## src/sv/assert_macros.svh

```systemverilog
// Assertion macros shared by the front end, queue and back end of the join order enumerator.
`ifndef ASSERT_MACROS_SVH
`define ASSERT_MACROS_SVH
`ifndef SYNTH
// A property that must hold at every clock edge outside reset.
`define ASSERT_ALWAYS(lbl, clk, rst_n, prop, msg) \
	lbl: assert property (@(posedge clk) disable iff (!rst_n) (prop)) else $error(msg);
// An antecedent in one cycle that forces a consequent in the next cycle.
`define ASSERT_NEXT(lbl, clk, rst_n, ante, cons, msg) \
	lbl: assert property (@(posedge clk) disable iff (!rst_n) (ante) |=> (cons)) \
		else $error(msg);
`else
`define ASSERT_ALWAYS(lbl, clk, rst_n, prop, msg)
`define ASSERT_NEXT(lbl, clk, rst_n, ante, cons, msg)
`endif
`endif

```

## src/sv/cjoe_pkg.sv

```systemverilog
// Types, constants and helper functions of the join order enumerator.
`default_nettype none
package cjoe_pkg;
	localparam int unsigned SLOTS       = 8;
	localparam int unsigned NODE_W      = 3;
	localparam int unsigned COUNT_W     = 4;
	localparam int unsigned ADJ_W       = 64;
	localparam int unsigned MAX_NODES   = 8;
	localparam int unsigned FIFO_DEPTH  = 2;
	localparam int unsigned FIFO_PTR_W  = $clog2(FIFO_DEPTH);
	localparam int unsigned FIFO_CNT_W  = $clog2(FIFO_DEPTH + 1);
	localparam logic [COUNT_W-1:0] NODE_COUNT_RESET = 4'd8;

	typedef logic [NODE_W-1:0] node_t;
	typedef logic [SLOTS-1:0][NODE_W-1:0] order_t;

	typedef struct packed {
		logic [COUNT_W-1:0] n;
		logic [ADJ_W-1:0]   adj;
	} cfg_t;

	typedef enum logic {
		REG_NODE_COUNT = 1'b0,
		REG_ADJACENCY  = 1'b1
	} reg_idx_t;

	function automatic order_t identity_order();
		order_t o;
		for (int p = 0; p < SLOTS; p++) begin
			o[p] = NODE_W'(p);
		end
		return o;
	endfunction

	function automatic logic [COUNT_W-1:0] active_count(logic [COUNT_W-1:0] raw,
			int unsigned max_nodes);
		logic [COUNT_W-1:0] v;
		v = raw;
		if (v < COUNT_W'(2)) v = COUNT_W'(2);
		if (v > COUNT_W'(max_nodes)) v = COUNT_W'(max_nodes);
		return v;
	endfunction

	function automatic logic is_permutation(order_t o);
		logic [SLOTS-1:0] seen;
		seen = '0;
		for (int p = 0; p < SLOTS; p++) begin
			seen[o[p]] = 1'b1;
		end
		return &seen;
	endfunction
endpackage
`default_nettype wire

```

## src/sv/cjoe_front.sv

```systemverilog
// Front end: holds the current order, accepts ticks and steps to the next permutation.
`default_nettype none
`include "assert_macros.svh"
module cjoe_front (
	input  wire logic           clk,
	input  wire logic           arst_n,
	input  wire cjoe_pkg::cfg_t cfg,
	input  wire logic           reload,
	input  wire logic           accept,
	input  wire logic           restart,
	output cjoe_pkg::order_t    emit
);
	import cjoe_pkg::*;

	order_t              cur_q;
	order_t              swp;
	order_t              nxt;
	logic                found;
	node_t               pivot;
	node_t               jsel;
	logic [COUNT_W-1:0]  n;

	assign n = cfg.n;

	always_comb begin
		emit  = restart ? identity_order() : cur_q;
		found = 1'b0;
		pivot = '0;
		for (int i = 0; i < SLOTS - 1; i++) begin
			if (COUNT_W'(i + 1) < n && emit[i] < emit[i+1]) begin
				found = 1'b1;
				pivot = NODE_W'(i);
			end
		end
		// The suffix after the pivot is descending, so the last larger entry
		// is the smallest one above the pivot value.
		jsel = '0;
		for (int j = 0; j < SLOTS; j++) begin
			if (COUNT_W'(j) < n && NODE_W'(j) > pivot && emit[j] > emit[pivot]) begin
				jsel = NODE_W'(j);
			end
		end
		swp        = emit;
		swp[pivot] = emit[jsel];
		swp[jsel]  = emit[pivot];
		nxt        = emit;
		for (int p = 0; p < SLOTS; p++) begin
			if (found) begin
				if (NODE_W'(p) > pivot && COUNT_W'(p) < n) begin
					nxt[p] = swp[NODE_W'(n + {1'b0, pivot} - COUNT_W'(p))];
				end else begin
					nxt[p] = swp[p];
				end
			end else if (COUNT_W'(p) < n) begin
				// Last order wraps: reverse the whole active range.
				nxt[p] = emit[NODE_W'(n - COUNT_W'(1) - COUNT_W'(p))];
			end
		end
	end

	always_ff @(posedge clk or negedge arst_n) begin
		if (!arst_n) begin
			cur_q <= identity_order();
		end else if (reload) begin
			cur_q <= identity_order();
		end else if (accept) begin
			cur_q <= nxt;
		end
	end

	`ASSERT_ALWAYS(a_front_perm, clk, arst_n, is_permutation(cur_q), "order lost a node")
endmodule
`default_nettype wire

```

## src/sv/cjoe_fifo.sv

```systemverilog
// Short queue of emitted orders between the front and back ends.
`default_nettype none
`include "assert_macros.svh"
module cjoe_fifo (
	input  wire logic             clk,
	input  wire logic             arst_n,
	input  wire logic             push,
	input  wire cjoe_pkg::order_t wdata,
	input  wire logic             pop,
	output cjoe_pkg::order_t      rdata,
	output logic                  full,
	output logic                  empty
);
	import cjoe_pkg::*;

	order_t                mem_q [FIFO_DEPTH];
	logic [FIFO_PTR_W-1:0] wr_ptr_q;
	logic [FIFO_PTR_W-1:0] rd_ptr_q;
	logic [FIFO_CNT_W-1:0] count_q;

	assign full  = (count_q == FIFO_CNT_W'(FIFO_DEPTH));
	assign empty = (count_q == '0);
	assign rdata = mem_q[rd_ptr_q];

	always_ff @(posedge clk) begin
		if (push) begin
			mem_q[wr_ptr_q] <= wdata;
		end
	end

	always_ff @(posedge clk or negedge arst_n) begin
		if (!arst_n) begin
			wr_ptr_q <= '0;
			rd_ptr_q <= '0;
			count_q  <= '0;
		end else begin
			if (push) wr_ptr_q <= wr_ptr_q + FIFO_PTR_W'(1);
			if (pop)  rd_ptr_q <= rd_ptr_q + FIFO_PTR_W'(1);
			if (push && !pop) begin
				count_q <= count_q + FIFO_CNT_W'(1);
			end else if (pop && !push) begin
				count_q <= count_q - FIFO_CNT_W'(1);
			end
		end
	end

	`ASSERT_ALWAYS(a_fifo_no_overflow, clk, arst_n, !(push && full), "push into full queue")
	`ASSERT_ALWAYS(a_fifo_no_underflow, clk, arst_n, !(pop && empty), "pop from empty queue")
endmodule
`default_nettype wire

```

## src/sv/cjoe_back.sv

```systemverilog
// Back end: computes the connected and last-order flags and holds the result register.
`default_nettype none
`include "assert_macros.svh"
module cjoe_back (
	input  wire logic             clk,
	input  wire logic             arst_n,
	input  wire cjoe_pkg::cfg_t   cfg,
	input  wire logic             head_valid,
	input  wire cjoe_pkg::order_t head,
	output logic                  pop,
	output logic                  out_valid,
	input  wire logic             out_ready,
	output cjoe_pkg::order_t      order_out,
	output logic                  connected,
	output logic                  final_order
);
	import cjoe_pkg::*;

	logic             valid_q;
	order_t           order_q;
	logic             connected_q;
	logic             final_q;
	logic [SLOTS-1:0] marked;
	logic [SLOTS-1:0] all_mask;
	logic [SLOTS-1:0] nb;
	logic             conn_c;
	logic             last_c;

	assign pop = head_valid && (!valid_q || out_ready);

	always_comb begin
		marked   = '0;
		all_mask = '0;
		nb       = '0;
		last_c   = 1'b1;
		marked[head[0]] = 1'b1;
		for (int p = 1; p < SLOTS; p++) begin
			if (COUNT_W'(p) < cfg.n) begin
				nb = cfg.adj[{head[p], 3'b000} +: SLOTS];
				if ((nb & marked) != '0) marked[head[p]] = 1'b1;
			end
		end
		for (int p = 0; p < SLOTS; p++) begin
			if (COUNT_W'(p) < cfg.n) all_mask[p] = 1'b1;
		end
		for (int p = 0; p < SLOTS - 1; p++) begin
			if (COUNT_W'(p + 1) < cfg.n && head[p] < head[p+1]) last_c = 1'b0;
		end
		conn_c = ((marked & all_mask) == all_mask);
	end

	always_ff @(posedge clk or negedge arst_n) begin
		if (!arst_n) begin
			valid_q <= 1'b0;
		end else if (pop) begin
			valid_q <= 1'b1;
		end else if (out_ready) begin
			valid_q <= 1'b0;
		end
	end

	always_ff @(posedge clk) begin
		if (pop) begin
			order_q     <= head;
			connected_q <= conn_c;
			final_q     <= last_c;
		end
	end

	assign out_valid   = valid_q;
	assign order_out   = order_q;
	assign connected   = connected_q;
	assign final_order = final_q;

	`ASSERT_NEXT(a_back_pop_loads, clk, arst_n, pop, valid_q, "popped order not presented")
endmodule
`default_nettype wire

```

## src/sv/connected_join_order_enumerator.sv

```systemverilog
// Top level of the join order enumerator: register port, front end, queue and back end.
//
//   Channel  Direction  Handshake               Contents
//   in       input      in_valid / in_ready     restart
//   out      output     out_valid / out_ready   slot0..slot7, connected, final_order
//   config   input      APB psel/penable/pready node_count (0x0), adjacency (0x8)
//
// One transaction per cycle is sustained in both directions while out_ready stays high.
// A taken input is written into the queue, and its result is registered when the back end pops
// it; the permutation step and the marking walk are each combinational logic.
// Reset loads the identity order, node_count 8 and an empty adjacency matrix.
// Under an output stall the output register and the two-entry queue hold three results
// before in_ready drops; it rises again at the edge that takes the stalled result.
`default_nettype none
module connected_join_order_enumerator #(
	parameter int unsigned MAX_NODES_P = cjoe_pkg::MAX_NODES
) (
	input  wire logic        clk,
	input  wire logic        arst_n,
	input  wire logic        psel,
	input  wire logic        penable,
	input  wire logic        pwrite,
	input  wire logic [3:0]  paddr,
	input  wire logic [63:0] pwdata,
	output logic [63:0]      prdata,
	output logic             pready,
	input  wire logic        in_valid,
	output logic             in_ready,
	input  wire logic        restart,
	output logic             out_valid,
	input  wire logic        out_ready,
	output logic [2:0]       slot0,
	output logic [2:0]       slot1,
	output logic [2:0]       slot2,
	output logic [2:0]       slot3,
	output logic [2:0]       slot4,
	output logic [2:0]       slot5,
	output logic [2:0]       slot6,
	output logic [2:0]       slot7,
	output logic             connected,
	output logic             final_order
);
	import cjoe_pkg::*;

	logic [COUNT_W-1:0] node_count_q;
	logic [ADJ_W-1:0]   adjacency_q;
	reg_idx_t           reg_idx;
	logic               wr_en;
	logic               reload;
	cfg_t               cfg;
	logic               accept;
	order_t             emit;
	order_t             head;
	order_t             order_out;
	logic               fifo_full;
	logic               fifo_empty;
	logic               pop;

	// Registers sit eight bytes apart; the low address bits are not decoded.
	assign reg_idx = reg_idx_t'(paddr[3]);
	assign pready  = 1'b1;
	assign wr_en   = psel && penable && pwrite;
	assign reload  = wr_en && (reg_idx == REG_NODE_COUNT);

	always_ff @(posedge clk or negedge arst_n) begin
		if (!arst_n) begin
			node_count_q <= NODE_COUNT_RESET;
			adjacency_q  <= '0;
		end else if (wr_en) begin
			unique case (reg_idx)
				REG_NODE_COUNT: node_count_q <= pwdata[COUNT_W-1:0];
				REG_ADJACENCY:  adjacency_q  <= pwdata;
				default:        ;
			endcase
		end
	end

	always_comb begin
		unique case (reg_idx)
			REG_NODE_COUNT: prdata = {{(64 - COUNT_W){1'b0}}, node_count_q};
			REG_ADJACENCY:  prdata = adjacency_q;
			default:        prdata = '0;
		endcase
	end

	// Counts outside the supported range are clamped to the nearest end.
	assign cfg.n   = active_count(node_count_q, MAX_NODES_P);
	assign cfg.adj = adjacency_q;

	assign in_ready = !fifo_full;
	assign accept   = in_valid && in_ready;

	cjoe_front u_front (
		.clk     (clk),
		.arst_n  (arst_n),
		.cfg     (cfg),
		.reload  (reload),
		.accept  (accept),
		.restart (restart),
		.emit    (emit)
	);

	cjoe_fifo u_fifo (
		.clk    (clk),
		.arst_n (arst_n),
		.push   (accept),
		.wdata  (emit),
		.pop    (pop),
		.rdata  (head),
		.full   (fifo_full),
		.empty  (fifo_empty)
	);

	cjoe_back u_back (
		.clk         (clk),
		.arst_n      (arst_n),
		.cfg         (cfg),
		.head_valid  (!fifo_empty),
		.head        (head),
		.pop         (pop),
		.out_valid   (out_valid),
		.out_ready   (out_ready),
		.order_out   (order_out),
		.connected   (connected),
		.final_order (final_order)
	);

	assign slot0 = order_out[0];
	assign slot1 = order_out[1];
	assign slot2 = order_out[2];
	assign slot3 = order_out[3];
	assign slot4 = order_out[4];
	assign slot5 = order_out[5];
	assign slot6 = order_out[6];
	assign slot7 = order_out[7];
endmodule
`default_nettype wire

```

## config.mk

```make
export PLATFORM = sky130hd
export DESIGN_NAME = connected_join_order_enumerator
export DESIGN_NICKNAME = d
export VERILOG_FILES = /design/src/sv/cjoe_pkg.sv /design/src/sv/cjoe_front.sv /design/src/sv/cjoe_fifo.sv /design/src/sv/cjoe_back.sv /design/src/sv/connected_join_order_enumerator.sv
export VERILOG_INCLUDE_DIRS = /design/src /design/src/sv
export SDC_FILE = /design/constraint.sdc
export NUM_CORES = 1
export LEC_CHECK = 0
export BUFFER_PORTS_ARGS = -buffer_cell sky130_fd_sc_hd__buf_4
export CAP_MARGIN = 20
export CELL_PAD_IN_SITES_DETAIL_PLACEMENT = 1
export CELL_PAD_IN_SITES_GLOBAL_PLACEMENT = 2
export CORE_ASPECT_RATIO = 1.5
export CORE_MARGIN = 1.5
export CORE_UTILIZATION = 42
export CTS_BUF_LIST = sky130_fd_sc_hd__clkbuf_4
export DETAILED_ROUTE_END_ITERATION = 8
export GPL_ROUTABILITY_DRIVEN = 0
export PLACE_DENSITY_LB_ADDON = 0.1
export SLEW_MARGIN = 40
export SYNTH_ARGS = -nofsm -noshare
export SYNTH_HDL_FRONTEND = slang
export SYNTH_HIERARCHICAL = 1
export SYNTH_SLANG_ARGS = --single-unit
```

## constraint.sdc

```tcl
create_clock -name clk -period 15 [get_ports clk]
set_input_delay 1.5 -clock clk [delete_from_list [all_inputs] [get_ports clk]]
set_output_delay 1.5 -clock clk [all_outputs]
set_load 0.01 [all_outputs]
```

## Word-level counts from Yosys, hierarchy flattened

Memories as Yosys holds them, arrays and structs flattened.
Index checks and enable logic that the tools add are counted.

| word-level totals | value |
|---|---|
| input port bits | 76 |
| memories | 1 |
| bits in registers | 123 |
| bits in writable memories | 48 |

Memories:

| name | depth | width | read ports | clocked after memory_dff | wr ports | line | source |
|---|---|---|---|---|---|---|---|
| u_fifo.mem_q | 2 | 24 | 1 | 0 | 1 | cjoe_fifo.sv:16 | `order_t mem_q [FIFO_DEPTH];` |

| cells by class | value |
|---|---|
| reductions and logical operators | 66 |
| equal/unequal tests | 2 |
| mux-type cells | 137 |
| bitwise logic cells | 16 |
| add/subtract/negate cells | 20 |
| magnitude comparators | 75 |
| shift-type cells | 7 |

Operators by type and width:

| operator | number |
|---|---|
| $shiftx A64 B7 Y8 | 7 |
| $bmux W3 S3 | 18 |
| $mux W3 | 51 |
| $pmux W64 S2 | 1 |
| $mux W8 | 14 |
| $lt A3 B4 Y1 const B | 26 |
| $mux W24 | 3 |
| $and A8 B8 Y8 | 8 |
| $or A8 B8 Y8 | 7 |
| $reduce_bool A8 Y1 | 7 |
| $bwmux W24 | 2 |
| $logic_and A1 B1 Y1 | 46 |
| $lt A3 B3 Y1 | 14 |
| $ge A3 B1 Y1 const B | 10 |
| $mux W1 | 30 |
| $demux W1 S3 | 8 |
| $sub A3 B3 Y3 const B | 8 |
| $gt A3 B3 Y1 | 7 |
| $demux W3 S3 | 2 |
| $lt A3 B4 Y1 const A | 4 |
| $gt A3 B3 Y1 const A | 4 |
| $mux W2 | 6 |
| $sub A3 B2 Y3 const B | 4 |
| $sub A3 B1 Y3 const B | 3 |
| 20 further kinds | 33 |

## Depth between registers and ports, before layout

Gate-level depths: netlist (run 1).
An unclocked memory read counts as a cell.

| depth | value |
|---|---|
| word-level depth | 35 |
| depth in mapped cells | 28 |
| gate-level depth less buffers | 24 |

## Hierarchy

Netlist (run 1), hierarchy kept.

Modules (own cells, without submodules):

| module | cells an instance | instances | area an instance (um2) | seq. area each (um2) |
|---|---|---|---|---|
| cjoe_back | 874 | 1 | 7056.8 | 805.8 |
| cjoe_front | 925 | 1 | 6178.4 | 615.6 |
| connected_join_order_enumerator | 228 | 1 | 3295.7 | 1702.9 |
| cjoe_fifo | 91 | 1 | 2020.7 | 1541.5 |

## Least setup slack after synthesis (run 1)

OpenSTA, ideal clock, no wires.

| path | value |
|---|---|
| path kind | input to register |
| start point | input port restart |
| end point | register u_front/cur_q[15] (netlist name) |
| slack | 7.502 ns |
| buffers on the path | 3 |
| library setup time | 0.061 ns |
| required time | 14.939 ns |
| cell stages on the path | 25 |
| data arrival time | 7.437 ns |
| cell sequence | buf_2 > clkbuf_1 > or2_2 > clkbuf_1 > inv_1 > ha_1 > or4b_4 > a211oi_4 > nor2_2 > nand2_1 > a211oi_1 > a211oi_2 > ha_1 > and3_1 > a211oi_1 > a2111o_1 > nand2_1 > o21bai_2 > a32oi_2 > nand2_2 > o311a_1 > or2_0 > mux4_2 > nor2_1 > o31a_1 |

RTL lines:

| element | line | source |
|---|---|---|
| start, declared | connected_join_order_enumerator.sv:29 | `input wire logic restart,` |
| end signal, assigned | cjoe_front.sv:63 | `cur_q <= identity_order();` |
| end signal, assigned | cjoe_front.sv:65 | `cur_q <= identity_order();` |
| end signal, assigned | cjoe_front.sv:67 | `cur_q <= nxt;` |
| end, declared | cjoe_front.sv:15 | `order_t cur_q;` |

==> metrics.txt, run 1 <==
PwrDens between 200 and 300 nW/µm²; Routed WL a little under 100 mm; drt via density 7.130; met1 wire length 31.60 mm; Clock Tree Buf Depth 2; sw frac 60.17%; crit-path max cell delay 670 ps; Setup violations, final 0; HPWL after detailed placement between 70 and 80 mm; CTS resizes 0; vias 19.90k; first-pass GRT wire length about 140 mm; Clk pwr share 5.5%; outcome finished, final reports clean; Slew Limit Fails 0; die area 45470 µm²; post-synthesis adder-cell area fraction under 10%; cts hold-fix bufs 0; reg2reg path depth 24; switching power between 0.003 and 0.004 W; Yosys warning count 6; worst-skew pair later-pin latency 710 ps; main area contributors after synthesis edfxtp_1, dfrtp_1, mux2_4; CP required ~16000 ps; largest family of logic cells by synthesized area compound AO/OA/AOI/OAI gates; post-synthesis compound-gate area fraction 24.01%; CTS tree yes; synth unique cells 116; FF+latch count, synth roughly 170; Lkg Pwr ~8.5 nW; pre-CTS WS about 5700 ps; Synth top area share a little under an eighth; fmax 112.7 MHz; Post-Syn Area 18550 µm²; Ports between 150 and 200; remaining antenna violation count 0; Pre-antenna DRT Iters 6; ys async rst share a little under three fifths; CP dominant cell by count inv_1; TNS Setup 0 ps; delay-heaviest family, CP compound AO/OA/AOI/OAI gates; crit-path max FO 22; sequential share of the synthesized area 25.15%; initial DRC count 2079; Slew HR 37.19%; fin crit period 8872 ps; root buffer cell clkbuf_4; worst vdd ir around 0.27 mV; final instance area 20490 µm²; Die Y roughly 260 µm; CTS Sinks 171; logic gate share of total power 79.5%; row count 94; I/O Buffers approximately 160; multiplexer share of the synthesized area a little over a fifth; Crit path depth 26; area delta synth->final 10.47%; Bufs and invs on worst path 6; worst slew pin tran 916.0 ps; startpoint class of the critical path primary input; GRT Total Usage 43.25%; highest routed layer met4; commonest cells after routing, fill and taps aside nor2_1, nand2_1, buf_4; number of synthesized flops with an enable pin 74; NumNets Final 2324; routed wl met3 6.273 mm; vias in the first global route approximately 20k; Inserted Clock Buffers 17; H-tree Lvls 4; dpl cell area a little over 20000 µm²; Remaining DRCs 0; period utilisation layout 59.15%; grt ovf 0; Final WS setup 6128 ps; largest net degree at the start of global routing 68; CTS clock-pin slew for the worst setup and hold paths 170 ps; Synth Area in XOR/XNOR less than 1%; crit path capture type register; Final Hold Fails 0; Net Count, Synth 2244; top_reg_cell synth dfrtp_1; initial antenna violation count 6; Pint 0.002378 W; CP Data Arrival Time 9480 ps; max-cap violations 0; syn avg cell area 8.759 µm²; share of cells above drive strength 1 22.98%; Worst Skew 55.03 ps; RSZ-0062 raised after global routing no; CP Class primary input to register; Hold WC Path Type register to register; chip width approximately 170 µm; Initial Util 42.40%; Sequential Power Share 15.1%; top cell type by total area after synthesis edfxtp_1; hold-critical path depth 1; Post-Syn Instances about 2.1k; commonest non-fill, non-tap cell in the layout nor2_1; Synth Area in Simple Gates approximately a fifth; wire length on met2 48.17 mm; Core ar. 43750 µm²; # Post-CTS Setup Buffers 0; Crit-path slowest cell nand2_1; routed len/inst 35.14 µm
[cell usage after synthesis, types with 9 or more instances]
library cell	number
buf_2	18
nor3_1	42
edfxtp_1	74
mux2i_1	105
buf_1	15
o21ai_1	14
mux2_2	63
dfrtp_1	84
o21a_1	9
mux2_4	80
mux4_2	48
o31ai_1	18
dfstp_2	13
clkbuf_1	86
a221oi_1	16
o32ai_1	10
a211oi_1	38
a21o_1	12
a22oi_1	28
a32oi_1	10
nor4_1	11
nand2b_1	24
nor2_1	205
nor2b_1	43
xnor2_1	9
or2_2	10
o211ai_1	26
nand3b_1	11
buf_6	10
nand3_1	53
a21oi_1	99
o21ai_0	115
nand2_1	203
ha_1	49
o22ai_1	34
a31oi_1	44
and2_1	77
inv_1	74
nand4_1	16
o221ai_1	18
[registers in the layout (all words and copies together), names as in the netlist]
signal and flops:
adjacency_q 64, node_count_q 4, u_back/connected 1, u_back/final_order 1, u_back/order_out 24, u_back/out_valid 1
u_fifo/count_q 2, u_fifo/mem_q 48, u_fifo/rd_ptr_q 1, u_fifo/wr_ptr_q 1, u_front/cur_q 24
[metrics by stage]
step                instances  util [%]  hold slack, ps  total power (W)
CTS                      2787     46.76           506.1         0.005751
global placement         2755     45.96           471.8         0.005295
detailed placement       2755     46.03           483.5         0.005411
global route             2790     46.83           534.1         0.006199
finish                   2791     46.84           497.0         0.005971
floorplan                2118         -           455.5         0.003819
[per-layer routing]
metal  vias to the layer above  GRT usage (%)
met1                      9889          41.83
met2                      1246          75.27
met5                         -              0
met4                         0          43.35
li1                       8216              -
met3                       550          9.207
[final cells by class]
cell class / count / area [µm²]
clock inverter: 14 / 183.9
antenna: 4 / 10.01
clock buffer: 18 / 135.1
sequential: 171 / 4666
inverter: 80 / 300.3
timing repair buffer: 198 / 1494
multi-input combinational: 1730 / 12980
tap: 576 / 720.7
fill: 5220 / 23260
[cells by family after synthesis]
logic type      after synthesis
simple gates                742
compound gates              623
mux                         298
buf+inv                     217
flops                       171
fa+ha+maj                    51
xor+xnor                     15
other cells                   1
[path summary, 6_finish.rpt]
check,start,endpoint,slack [ps]
hold / removal,u_fifo/count_q[1]$_DFFE_PN0P_,u_fifo/count_q[1]$_DFFE_PN0P_,500
hold reg to reg,u_fifo/count_q[1]$_DFFE_PN0P_,u_fifo/count_q[1]$_DFFE_PN0P_,500
setup / recovery,restart,u_front/cur_q[11]$_DFFE_PN0P_,6130
min in group asynchronous,arst_n,u_front/cur_q[12]$_DFFE_PN0P_,730
max in group asynchronous,arst_n,adjacency_q[58]$_DFFE_PN0P_,13190
setup reg to reg,node_count_q[3]$_DFFE_PN1P_,u_front/cur_q[18]$_DFFE_PN0P_,6270
[power by group through the flow]
stage / Combinational [W] / Sequential (W) / Clock [W]
2_1_floorplan: 0.00305 / 0.000773 / 0
3_3_place_gp: 0.00441 / 0.000881 / 0
3_5_place_dp: 0.00452 / 0.000891 / 0
4_1_cts: 0.00454 / 0.000881 / 0.000333
5_1_grt: 0.00495 / 0.000903 / 0.000345
6_report: 0.00474 / 0.000901 / 0.000325
No activity file was read; power rests on OpenSTA's default activity.
==> run 2: changes to the inputs <==
- CORE_UTILIZATION: 42 -> 39
- clock period: 15 -> 9.1 ns (I/O delays scaled with it)
==> metrics.txt, run 2 (synthesis gave the netlist of run 1 again) <==
outcome finished, final reports clean; Clock Tree Buf Depth 2; Routed WL 99.63 mm; first-pass GRT wire length 142.7 mm; root buffer cell clkbuf_4; grt ovf 0; vias in the first global route 20.21k; Slew HR 33.80%; final instance area 20660 µm²; I/O Buffers 164; HPWL after detailed placement 74.83 mm; CTS tree yes; TNS Setup 0 ps; Most flops, register adjacency_q; CP Class register to register; fin crit period 8114 ps; CP required 9730 ps; Inserted Clock Buffers 17; largest registers adjacency_q: 64 flops, u_fifo/mem_q: 48 flops; area delta synth->final 11.36%; dpl cells 2793; Ports about 170; Sequential Power Share 14.9%; Lkg Pwr 8.547 nW; routed len/inst 35.22 µm; Clk pwr share 5.0%; commonest cells after routing, fill and taps aside buf_4, nor2_1, nand2_1; Core ar. about 47000 µm²; die area around 50000 µm²; crit-path max FO 24; period utilisation layout 89.17%; largest net degree at the start of global routing 68; dpl cell area 20300 µm²; drt via density 7.002; H-tree Lvls 4; NumNets Final 2344; pre-CTS WS 1128 ps; vias 19.81k; CTS resizes 0; commonest non-fill, non-tap cell in the layout buf_4; PwrDens 479.4 nW/µm²; startpoint class of the critical path register; worst-skew pair later-pin latency approximately 700 ps; initial DRC count 1967; logic gate share of total power 80.0%; # Post-CTS Setup Buffers 0; worst vdd ir ~0.43 mV; switching power approximately 0.006 W; Setup violations, final 0; Worst Skew 43.28 ps; Slew Limit Fails 0; CTS Sinks 171; row count 97; share of cells above drive strength 1 23.67%; Pre-antenna DRT Iters 5; GRT Total Usage 40.25%; crit path capture type register; Final Hold Fails 0; Pint slightly below 0.004 W; max reg flops 64; RSZ-0062 raised after global routing no; sw frac 60.46%; CP Data Arrival Time 8750 ps; worst slew pin tran 965.3 ps; CTS clock-pin slew for the worst setup and hold paths 200 ps; initial antenna violation count 5; remaining antenna violation count 0; Initial Util 39.60%; Hold WC Path Type primary input to async pin; fin cells approximately 2.8k; max-cap violations 0; cts hold-fix bufs 0; Remaining DRCs 0; fmax between 100 and 150 MHz; chip width 181.1 µm; Die Y 270.1 µm; Final WS setup 985.8 ps
## run 2: changes by cell type in the layout (fill, tap and decap cells not counted), moves of 2 or more
cell | previous run | this run
o21ai_1 | 18 | 15
o21ai_0 | 111 | 113
clkinvlp_4 | 0 | 2
nor2b_2 | 1 | 3
bufinv_16 | 3 | 1
buf_4 | 196 | 216
clkinv_2 | 2 | 0
clkinv_8 | 1 | 3
## run 2: path summary, 6_finish.rpt
check                      cells after the start                   startpoint                       endpoint  slack [ps]
setup / recovery                              25  node_count_q[2]$_DFFE_PN0P_  u_front/cur_q[23]$_DFFE_PN1P_         990
hold reg to reg                                1  u_fifo/wr_ptr_q$_DFFE_PN0P_    u_fifo/wr_ptr_q$_DFFE_PN0P_         520
max in group asynchronous                      2                       arst_n    adjacency_q[50]$_DFFE_PN0P_        7880
min in group clk                               2                   pwdata[53]    adjacency_q[53]$_DFFE_PN0P_         430
setup reg to reg                              25  node_count_q[2]$_DFFE_PN0P_  u_front/cur_q[23]$_DFFE_PN1P_         990
hold / removal                                 1                       arst_n   u_front/cur_q[6]$_DFFE_PN0P_         180
## run 2: power by group through the flow
stage / registers, W / clock network [W] / logic, W
after global placement: 0.00145 / 0 / 0.00742
after CTS: 0.00145 / 0.000515 / 0.00759
after floorplan: 0.00127 / 0 / 0.00502
after global routing: 0.00149 / 0.000535 / 0.00826
final: 0.00148 / 0.000500 / 0.00792
after detailed placement: 0.00147 / 0 / 0.00757
## run 2: critical path: stages (launching register included)
cell	delay (ps)
dfrtp_1	450
nor2_1	80
nor3b_2	270
inv_1	310
ha_1	300
buf_4	210
nor2b_1	600
o2bb2ai_1	240
or2_1	380
a311oi_1	430
o311ai_0	220
o21ai_1	430
inv_1	340
ha_1	410
a21oi_1	140
o21a_1	220
o211ai_1	200
o41ai_4	450
nand2_2	130
o21bai_1	700
a31oi_1	170
buf_4	210
mux4_2	540
nor2_1	140
a21oi_1	90
o32a_1	400
## run 2: layer usage
layer,vias to the layer above,global-route usage [%],routed length [µm]
met2,1187,69.38,48960
met4,2,42.63,12420
met5,-,0,13
met3,578,8.266,6199
li1,8272,-,-
met1,9770,38.46,32030
## run 2: cell type report
cell class	count	area [µm²]
Tap cell	594	743.2
Fill cell	5522	26190
Sequential cell	171	4666
Clock inverter	15	175.2
Clock buffer	17	127.6
Antenna cell	4	10.01
Inverter	80	300.3
Timing Repair Buffer	218	1644
Multi-Input combinational cell	1730	12990
## run 2: metrics by stage
step / utilization (%) / hold WS, ps / power, W
floorplan: - / 455.5 / 0.006295
global placement: 43.30 / 469.4 / 0.008878
detailed placement: 43.33 / 500.1 / 0.009031
CTS: 43.98 / 135.2 / 0.009553
global route: 44.09 / 147.6 / 0.01028
finish: 44.10 / 178.0 / 0.009904
